### src/design/nppc_pkg.sv
// Shared types, palette constants and helper functions for the palette classifier.
package nppc_pkg;

    // Palette geometry
    localparam int unsigned NUM_CH   = 3;
    localparam int unsigned NUM_LVL  = 3;
    localparam int unsigned PAL_SIZE = 20;
    localparam int unsigned GRP_SIZE = 4;
    localparam int unsigned NUM_GRP  = PAL_SIZE / GRP_SIZE;

    // Channel order within the square array
    localparam int unsigned CH_RED   = 0;
    localparam int unsigned CH_GREEN = 1;
    localparam int unsigned CH_BLUE  = 2;

    typedef logic [7:0]  t_pix;
    typedef logic [15:0] t_sq;
    typedef logic [17:0] t_dist;
    typedef logic [4:0]  t_idx;

    localparam t_idx  WHITE_INDEX = 5'd18;
    localparam t_dist LIMIT_RESET = 18'd10000;

    // Every palette channel sits on one of three levels
    typedef enum logic [1:0] {
        LVL_00,
        LVL_C0,
        LVL_FF
    } t_lvl;

    // Squared channel differences, one per channel and level
    typedef t_sq [NUM_CH-1:0][NUM_LVL-1:0] t_sq_set;

    // Distances to every palette entry
    typedef t_dist [PAL_SIZE-1:0] t_dist_set;

    // Candidate for the nearest entry
    typedef struct packed {
        t_dist sq_dist;
        t_idx  idx;
    } t_cand;

    typedef t_cand [NUM_GRP-1:0] t_cand_set;

    // Channel value of a level
    function automatic t_pix lvl_value(input t_lvl lvl);
        t_pix v;
        case (lvl)
            LVL_00:  v = 8'h00;
            LVL_C0:  v = 8'hC0;
            LVL_FF:  v = 8'hFF;
            default: v = 8'h00;
        endcase
        return v;
    endfunction

    // Level of one channel of one palette entry
    function automatic t_lvl pal_lvl(input int unsigned idx, input int unsigned ch);
        t_lvl r;
        t_lvl g;
        t_lvl b;
        case (idx)
            0:  begin r = LVL_FF; g = LVL_C0; b = LVL_C0; end
            1:  begin r = LVL_FF; g = LVL_FF; b = LVL_C0; end
            2:  begin r = LVL_C0; g = LVL_FF; b = LVL_C0; end
            3:  begin r = LVL_C0; g = LVL_FF; b = LVL_FF; end
            4:  begin r = LVL_C0; g = LVL_C0; b = LVL_FF; end
            5:  begin r = LVL_FF; g = LVL_C0; b = LVL_FF; end
            6:  begin r = LVL_FF; g = LVL_00; b = LVL_00; end
            7:  begin r = LVL_FF; g = LVL_FF; b = LVL_00; end
            8:  begin r = LVL_00; g = LVL_FF; b = LVL_00; end
            9:  begin r = LVL_00; g = LVL_FF; b = LVL_FF; end
            10: begin r = LVL_00; g = LVL_00; b = LVL_FF; end
            11: begin r = LVL_FF; g = LVL_00; b = LVL_FF; end
            12: begin r = LVL_C0; g = LVL_00; b = LVL_00; end
            13: begin r = LVL_C0; g = LVL_C0; b = LVL_00; end
            14: begin r = LVL_00; g = LVL_C0; b = LVL_00; end
            15: begin r = LVL_00; g = LVL_C0; b = LVL_C0; end
            16: begin r = LVL_00; g = LVL_00; b = LVL_C0; end
            17: begin r = LVL_C0; g = LVL_00; b = LVL_C0; end
            18: begin r = LVL_FF; g = LVL_FF; b = LVL_FF; end
            default: begin r = LVL_00; g = LVL_00; b = LVL_00; end
        endcase
        return (ch == CH_RED) ? r : ((ch == CH_GREEN) ? g : b);
    endfunction

    // Keep the lower-index candidate a unless b is strictly closer
    function automatic t_cand pick(input t_cand a, input t_cand b);
        return (b.sq_dist < a.sq_dist) ? b : a;
    endfunction

endpackage

### src/design/nppc_square.sv
// Stage one: squared differences of each pixel channel against the three palette levels.
module nppc_square (
    input  logic               i_clk,
    input  logic               i_rst_n,
    input  logic               i_valid,
    output logic               o_ready,
    input  nppc_pkg::t_pix     i_red,
    input  nppc_pkg::t_pix     i_green,
    input  nppc_pkg::t_pix     i_blue,
    output logic               o_valid,
    input  logic               i_ready,
    output nppc_pkg::t_sq_set  o_sq
);

    logic               r_valid;
    nppc_pkg::t_sq_set  r_sq;
    nppc_pkg::t_sq_set  n_sq;
    nppc_pkg::t_pix     pix [nppc_pkg::NUM_CH];

    assign pix[nppc_pkg::CH_RED]   = i_red;
    assign pix[nppc_pkg::CH_GREEN] = i_green;
    assign pix[nppc_pkg::CH_BLUE]  = i_blue;

    // Nine small squarers, all independent
    always_comb begin
        nppc_pkg::t_pix v;
        nppc_pkg::t_pix d;
        n_sq = '0;
        for (int c = 0; c < nppc_pkg::NUM_CH; c++) begin
            for (int l = 0; l < nppc_pkg::NUM_LVL; l++) begin
                v = nppc_pkg::lvl_value(nppc_pkg::t_lvl'(l));
                d = (pix[c] >= v) ? (pix[c] - v) : (v - pix[c]);
                n_sq[c][l] = nppc_pkg::t_sq'(d) * nppc_pkg::t_sq'(d);
            end
        end
    end

    // Stage moves when empty or when downstream takes the item
    assign o_ready = !r_valid || i_ready;

    always_ff @(posedge i_clk) begin
        if (!i_rst_n) begin
            r_valid <= 1'b0;
        end else if (o_ready) begin
            r_valid <= i_valid;
        end
    end

    always_ff @(posedge i_clk) begin
        if (o_ready && i_valid) begin
            r_sq <= n_sq;
        end
    end

    assign o_valid = r_valid;
    assign o_sq    = r_sq;

endmodule

### src/design/nppc_distance.sv
// Stage two: squared distance to each of the twenty palette entries.
module nppc_distance (
    input  logic                 i_clk,
    input  logic                 i_rst_n,
    input  logic                 i_valid,
    output logic                 o_ready,
    input  nppc_pkg::t_sq_set    i_sq,
    output logic                 o_valid,
    input  logic                 i_ready,
    output nppc_pkg::t_dist_set  o_dist
);

    logic                 r_valid;
    nppc_pkg::t_dist_set  r_dist;
    nppc_pkg::t_dist_set  n_dist;

    // Each entry picks its three squares by constant level and sums them
    always_comb begin
        for (int i = 0; i < nppc_pkg::PAL_SIZE; i++) begin
            n_dist[i] =
                nppc_pkg::t_dist'(i_sq[nppc_pkg::CH_RED][nppc_pkg::pal_lvl(i, nppc_pkg::CH_RED)])
              + nppc_pkg::t_dist'(i_sq[nppc_pkg::CH_GREEN][nppc_pkg::pal_lvl(i, nppc_pkg::CH_GREEN)])
              + nppc_pkg::t_dist'(i_sq[nppc_pkg::CH_BLUE][nppc_pkg::pal_lvl(i, nppc_pkg::CH_BLUE)]);
        end
    end

    assign o_ready = !r_valid || i_ready;

    always_ff @(posedge i_clk) begin
        if (!i_rst_n) begin
            r_valid <= 1'b0;
        end else if (o_ready) begin
            r_valid <= i_valid;
        end
    end

    always_ff @(posedge i_clk) begin
        if (o_ready && i_valid) begin
            r_dist <= n_dist;
        end
    end

    assign o_valid = r_valid;
    assign o_dist  = r_dist;

endmodule

### src/design/nppc_min_tree.sv
// Stages three and four: registered minimum tree over the twenty distances.
module nppc_min_tree (
    input  logic                 i_clk,
    input  logic                 i_rst_n,
    input  logic                 i_valid,
    output logic                 o_ready,
    input  nppc_pkg::t_dist_set  i_dist,
    output logic                 o_valid,
    input  logic                 i_ready,
    output nppc_pkg::t_cand      o_best
);

    logic                 r_valid_grp;
    logic                 r_valid_best;
    logic                 ready_grp;
    logic                 ready_best;
    nppc_pkg::t_cand_set  r_grp;
    nppc_pkg::t_cand_set  n_grp;
    nppc_pkg::t_cand      r_best;
    nppc_pkg::t_cand      n_best;

    // First level: each group of four reduced in two compare levels
    always_comb begin
        nppc_pkg::t_cand c [nppc_pkg::GRP_SIZE];
        for (int k = 0; k < nppc_pkg::NUM_GRP; k++) begin
            for (int j = 0; j < nppc_pkg::GRP_SIZE; j++) begin
                c[j].sq_dist = i_dist[k*nppc_pkg::GRP_SIZE + j];
                c[j].idx     = nppc_pkg::t_idx'(k*nppc_pkg::GRP_SIZE + j);
            end
            n_grp[k] = nppc_pkg::pick(nppc_pkg::pick(c[0], c[1]),
                                      nppc_pkg::pick(c[2], c[3]));
        end
    end

    // Second level: ordered scan over the group winners
    always_comb begin
        n_best = r_grp[0];
        for (int k = 1; k < nppc_pkg::NUM_GRP; k++) begin
            n_best = nppc_pkg::pick(n_best, r_grp[k]);
        end
    end

    assign ready_best = !r_valid_best || i_ready;
    assign ready_grp  = !r_valid_grp || ready_best;
    assign o_ready    = ready_grp;

    always_ff @(posedge i_clk) begin
        if (!i_rst_n) begin
            r_valid_grp  <= 1'b0;
            r_valid_best <= 1'b0;
        end else begin
            if (ready_grp) begin
                r_valid_grp <= i_valid;
            end
            if (ready_best) begin
                r_valid_best <= r_valid_grp;
            end
        end
    end

    always_ff @(posedge i_clk) begin
        if (ready_grp && i_valid) begin
            r_grp <= n_grp;
        end
        if (ready_best && r_valid_grp) begin
            r_best <= n_best;
        end
    end

    assign o_valid = r_valid_best;
    assign o_best  = r_best;

endmodule

### src/design/nearest_palette_color_classifier.sv
// Top level of the nearest palette colour classifier: stages, limit register and output.
// Classifies one RGB pixel per clock against a fixed 20-entry palette (light, normal and
// dark red/yellow/green/cyan/blue/magenta, then white and black), returning the index of
// the entry at the smallest squared distance, lowest index on a tie. If that distance is
// above far_limit (reset 10000; the user writes it through i_cfg_we / i_cfg_data only while
// idle, which the block does not enforce), index 18 is returned and o_forced_white is set.
// Squaring, distance sum, two minimum-tree levels and the limit compare are each a
// register stage; throughput is one item per clock, and a stall holds every item in place.
module nearest_palette_color_classifier (
    input  logic                i_clk,
    input  logic                i_rst_n,
    input  logic                i_valid,
    output logic                o_ready,
    input  nppc_pkg::t_pix      i_red,
    input  nppc_pkg::t_pix      i_green,
    input  nppc_pkg::t_pix      i_blue,
    output logic                o_valid,
    input  logic                i_ready,
    output nppc_pkg::t_idx      o_color_index,
    output logic                o_forced_white,
    input  logic                i_cfg_we,
    input  nppc_pkg::t_dist     i_cfg_data
);

    logic                 sq_valid;
    logic                 sq_ready;
    nppc_pkg::t_sq_set    sq;
    logic                 dist_valid;
    logic                 dist_ready;
    nppc_pkg::t_dist_set  dist_set;
    logic                 best_valid;
    logic                 best_ready;
    nppc_pkg::t_cand      best;

    logic                 r_valid;
    nppc_pkg::t_idx       r_color_index;
    logic                 r_forced_white;
    nppc_pkg::t_dist      r_far_limit;
    logic                 too_far;

    nppc_square u_square (
        .i_clk   (i_clk),
        .i_rst_n (i_rst_n),
        .i_valid (i_valid),
        .o_ready (o_ready),
        .i_red   (i_red),
        .i_green (i_green),
        .i_blue  (i_blue),
        .o_valid (sq_valid),
        .i_ready (sq_ready),
        .o_sq    (sq)
    );

    nppc_distance u_distance (
        .i_clk   (i_clk),
        .i_rst_n (i_rst_n),
        .i_valid (sq_valid),
        .o_ready (sq_ready),
        .i_sq    (sq),
        .o_valid (dist_valid),
        .i_ready (dist_ready),
        .o_dist  (dist_set)
    );

    nppc_min_tree u_min_tree (
        .i_clk   (i_clk),
        .i_rst_n (i_rst_n),
        .i_valid (dist_valid),
        .o_ready (dist_ready),
        .i_dist  (dist_set),
        .o_valid (best_valid),
        .i_ready (best_ready),
        .o_best  (best)
    );

    // Limit register
    always_ff @(posedge i_clk) begin
        if (!i_rst_n) begin
            r_far_limit <= nppc_pkg::LIMIT_RESET;
        end else if (i_cfg_we) begin
            r_far_limit <= i_cfg_data;
        end
    end

    // Final stage: limit compare and output register
    assign too_far    = best.sq_dist > r_far_limit;
    assign best_ready = !r_valid || i_ready;

    always_ff @(posedge i_clk) begin
        if (!i_rst_n) begin
            r_valid <= 1'b0;
        end else if (best_ready) begin
            r_valid <= best_valid;
        end
    end

    always_ff @(posedge i_clk) begin
        if (best_ready && best_valid) begin
            r_color_index  <= too_far ? nppc_pkg::WHITE_INDEX : best.idx;
            r_forced_white <= too_far;
        end
    end

    assign o_valid        = r_valid;
    assign o_color_index  = r_color_index;
    assign o_forced_white = r_forced_white;

endmodule

### config.mk
export PLATFORM = sky130hd
export DESIGN_NAME = nearest_palette_color_classifier
export DESIGN_NICKNAME = d
export VERILOG_FILES = /design/src/design/nppc_pkg.sv /design/src/design/nppc_square.sv /design/src/design/nppc_distance.sv /design/src/design/nppc_min_tree.sv /design/src/design/nearest_palette_color_classifier.sv
export SDC_FILE = /design/constraint.sdc
export NUM_CORES = 2
export LEC_CHECK = 0
export BUFFER_PORTS_ARGS = -buffer_cell sky130_fd_sc_hd__buf_2
export CORE_ASPECT_RATIO = 2
export CORE_MARGIN = 4
export CORE_UTILIZATION = 64
export CTS_CLUSTER_DIAMETER = 30
export CTS_CLUSTER_SIZE = 25
export DETAILED_ROUTE_END_ITERATION = 8
export GPL_TIMING_DRIVEN = 0
export PLACE_DENSITY_LB_ADDON = 0.05
export SLEW_MARGIN = 20
export SYNTH_ARGS = -nofsm -noshare
export SYNTH_HDL_FRONTEND = slang
export SYNTH_SLANG_ARGS = --single-unit
### constraint.sdc
create_clock -name i_clk -period 46 [get_ports i_clk]
set_input_delay 9.2 -clock i_clk [delete_from_list [all_inputs] [get_ports i_clk]]
set_output_delay 9.2 -clock i_clk [all_outputs]
set_load 0.01 [all_outputs]
==> out/metrics.yaml <==
detailed_routing:
  drc_errors: 0
  vias: 43900
  drt_iter0_markers: 2379
  viasPerCell: 5.97
  wl_per_cell_um: 23.5
  antenna_left: 0
  routed_wl_um: 173000
  drt-pass1-iter-count: 5
yosys:
  synth_seq_cells: 611
  yosys_warnings: 0
  synth_top_family_by_area: "adder cells"
  synth-compound-area-share_pct: 13.1
  synthFlopType: "edfxtp_1"
  synth_area_leaders: "edfxtp_1, ha_1, fa_1"
  synth_xor_xnor_area_share_pct: 8.11
  yosys.area_share.simple_pct: 8.63
  async_flop_share_pct: 0
  yosys.area.top_type_share_pct: 29.8
  post_synth.cell_area_avg_um2: 9.99
  yosysUniqueCellTypes: 69
  synth_commonest_cells: "ha_1, inv_1, edfxtp_1, nor2_1, a21oi_1"
  syn_inst: 5929
  synth_fa_ha_area_share_pct: 29.5
  syn_area_mm2: 0.0592
  synth_area_leader_cell: "edfxtp_1"
  synth_edf_count: 588
  synth_mux_area_share_pct: 4.29
  post-synth-top-count-cell: "ha_1"
  ys_seq_area_share_pct: 30.6
die:
  fp.coreArea_mm2: 0.0917
  ios: 55
  die_h_um: 438
  initial_core_util_pct: 64.5
  fp-row-count: 157
  die-width_um: 223
  die_area_mm2: 0.0977
grt:
  grt_max_degree: 32
  grt_overflow_total: 0
  grt_pass1_vias: 45500
  grt_usage_pct: 35.4
  grt_pass1_wl_um: 259000
  antenna_found_initial: 1
final_layout:
  finalNetCount: 7398
  area_delta_synth_final_pct: 9.15
  drive_gt1_share_pct: 4.77
critical_path:
  ff2ff_path_depth: 42
  r2r_setup_slack_ps: 34220
  required_ps: 36800
  cp_max_fo: 6
  r2r_end: "u_min_tree.o_best[1]$_DFFE_PP_"
  cp-end-kind: "primary output"
  path_class: "input port to primary output"
  worst_setup_path_start_kind: "input port"
  cp-startpoint: "i_ready"
  r2r-start: "u_min_tree.r_grp[41]$_DFFE_PP_"
  arrival_ps: 10640
  crit_path_end: "o_ready"
timing:
  finalHoldViolations: 0
  finalClockSkew_ps: 31.5
  relSlewSlack_pct: 16.3
  fin_crit_sh_pct: 43.1
  worst_pin_slew_ps: 1250
  rsz0062_at_grt: "false"
  tns_ps: 0
  slew_violations: 0
  finalSetupViolCount: 0
  timing.fmax_mhz: 50.4
  period_needed_ps: 19840
hold_path:
  holdCritPathClass: "flip-flop to flip-flop"
  min_from: "r_far_limit[8]$_SDFFE_PN1P_"
clocking:
  cts_resized: 0
  cts_tree: "yes"
  clock-root-buffer: "clkbuf_16"
  clkLatencyLatePin_ps: 700
  cts_max_path_buffers: 3
  cts_buffers: 81
  htree_levels: 3
  postCtsHoldBufs: 0
  clk_pin_slew_ps: 50
  post-cts-setup-buffers: 0
  clkSinkCount: 611
placed_design:
  place_congestion: 1.08
  dp_hpwl_um: 145000
  port_buffers: 53
outcome:
  status: "finished clean"
run:
  max_cap_violations: 0
-- worst max-delay path, stage by stage --
cell      delay (ps)
buf_2            100
nor2b_1          370
and3_1           220
clkbuf_1         390
nand3_1          190
buf_2            180
-- per-layer routing --
metal  GRT usage [%]  part of all wire (%)
met1            33.9                    33
met2            63.3                    50
met3            4.98                   4.5
met4            34.6                    13
met5               0                     0
-- cells in the final DEF, fill, tap and decap left out, drive strengths merged, types with 24 or more instances in the layout --
cell,count
o21bai,152
o21ai,160
a211oi,26
o21a,102
mux2i,236
a21o,126
a21oi,479
clkinv,29
nand2b,48
nor2,542
edfxtp,588
buf,103
o211ai,26
ha,1022
xnor2,464
o41ai,24
fa,233
clkbuf,168
xor2,84
nor2b,86
inv,821
nand2,218
nor3,100
-- flip-flops by register name, summed over array words and instances (netlist names), 5 cells and up --
register,count
o_color_index,5
u_min_tree.o_best,23
u_square.o_sq,129
u_min_tree.r_grp,100
r_far_limit,18
u_distance.o_dist,330
-- final cells by class --
cell class | instances | area [µm²]
Fill cell | 7150 | 27100
Timing Repair Buffer | 81 | 956
Multi-Input combinational cell | 4419 | 37800
Clock buffer | 90 | 2060
Tap cell | 1192 | 1490
Sequential cell | 611 | 18100
Buffer | 100 | 395
Clock inverter | 61 | 783
Antenna cell | 2 | 5.00
Inverter | 802 | 3010
-- cell families (layout without fill, tap and decap cells) --
group	Yosys count	count (layout)
other	1	6
xor gates and xnor gates	548	548
adders and majority gates	1255	1255
and+or+nand+nor	1136	1136
muxes	251	251
AOI/OAI and AO/OA	1225	1225
buffers and inverters	902	1134
DFF	611	611
-- worst min-delay path by stage --
| stage | to | cells after the start | slack [ps] |
|---|---|---|---|
| 3_3_place_gp | r_far_limit[13]$_SDFFE_PN1P_ | 2 | 480 |
| 4_1_cts | r_far_limit[8]$_SDFFE_PN1P_ | 2 | 490 |
| 5_1_grt | r_far_limit[13]$_SDFFE_PN1P_ | 2 | 520 |
| 2_1_floorplan | r_far_limit[10]$_SDFFE_PN1P_ | 2 | 460 |
| 6_report | r_far_limit[8]$_SDFFE_PN1P_ | 2 | 490 |
| 3_5_place_dp | r_far_limit[8]$_SDFFE_PN1P_ | 2 | 490 |
-- through the flow --
step / util (%) / instances / worst slack (ps) / hold WS (ps) / instance area, µm²
finish: 70.5 / 7358 / 26160 / 488 / 64600
global route: 70.5 / 7357 / 26000 / 522 / 64600
floorplan: - / 5932 / 11170 / 459 / 59200
detailed placement: 67.3 / 7204 / 26200 / 486 / 61800
CTS: 70.4 / 7355 / 26160 / 494 / 64600
global placement: 66.5 / 7177 / 2160 / 477 / 61000
Power is left out: the tool's default activity adds up to more than one toggle a clock period on the data nets, which glitch-free logic cannot reach.
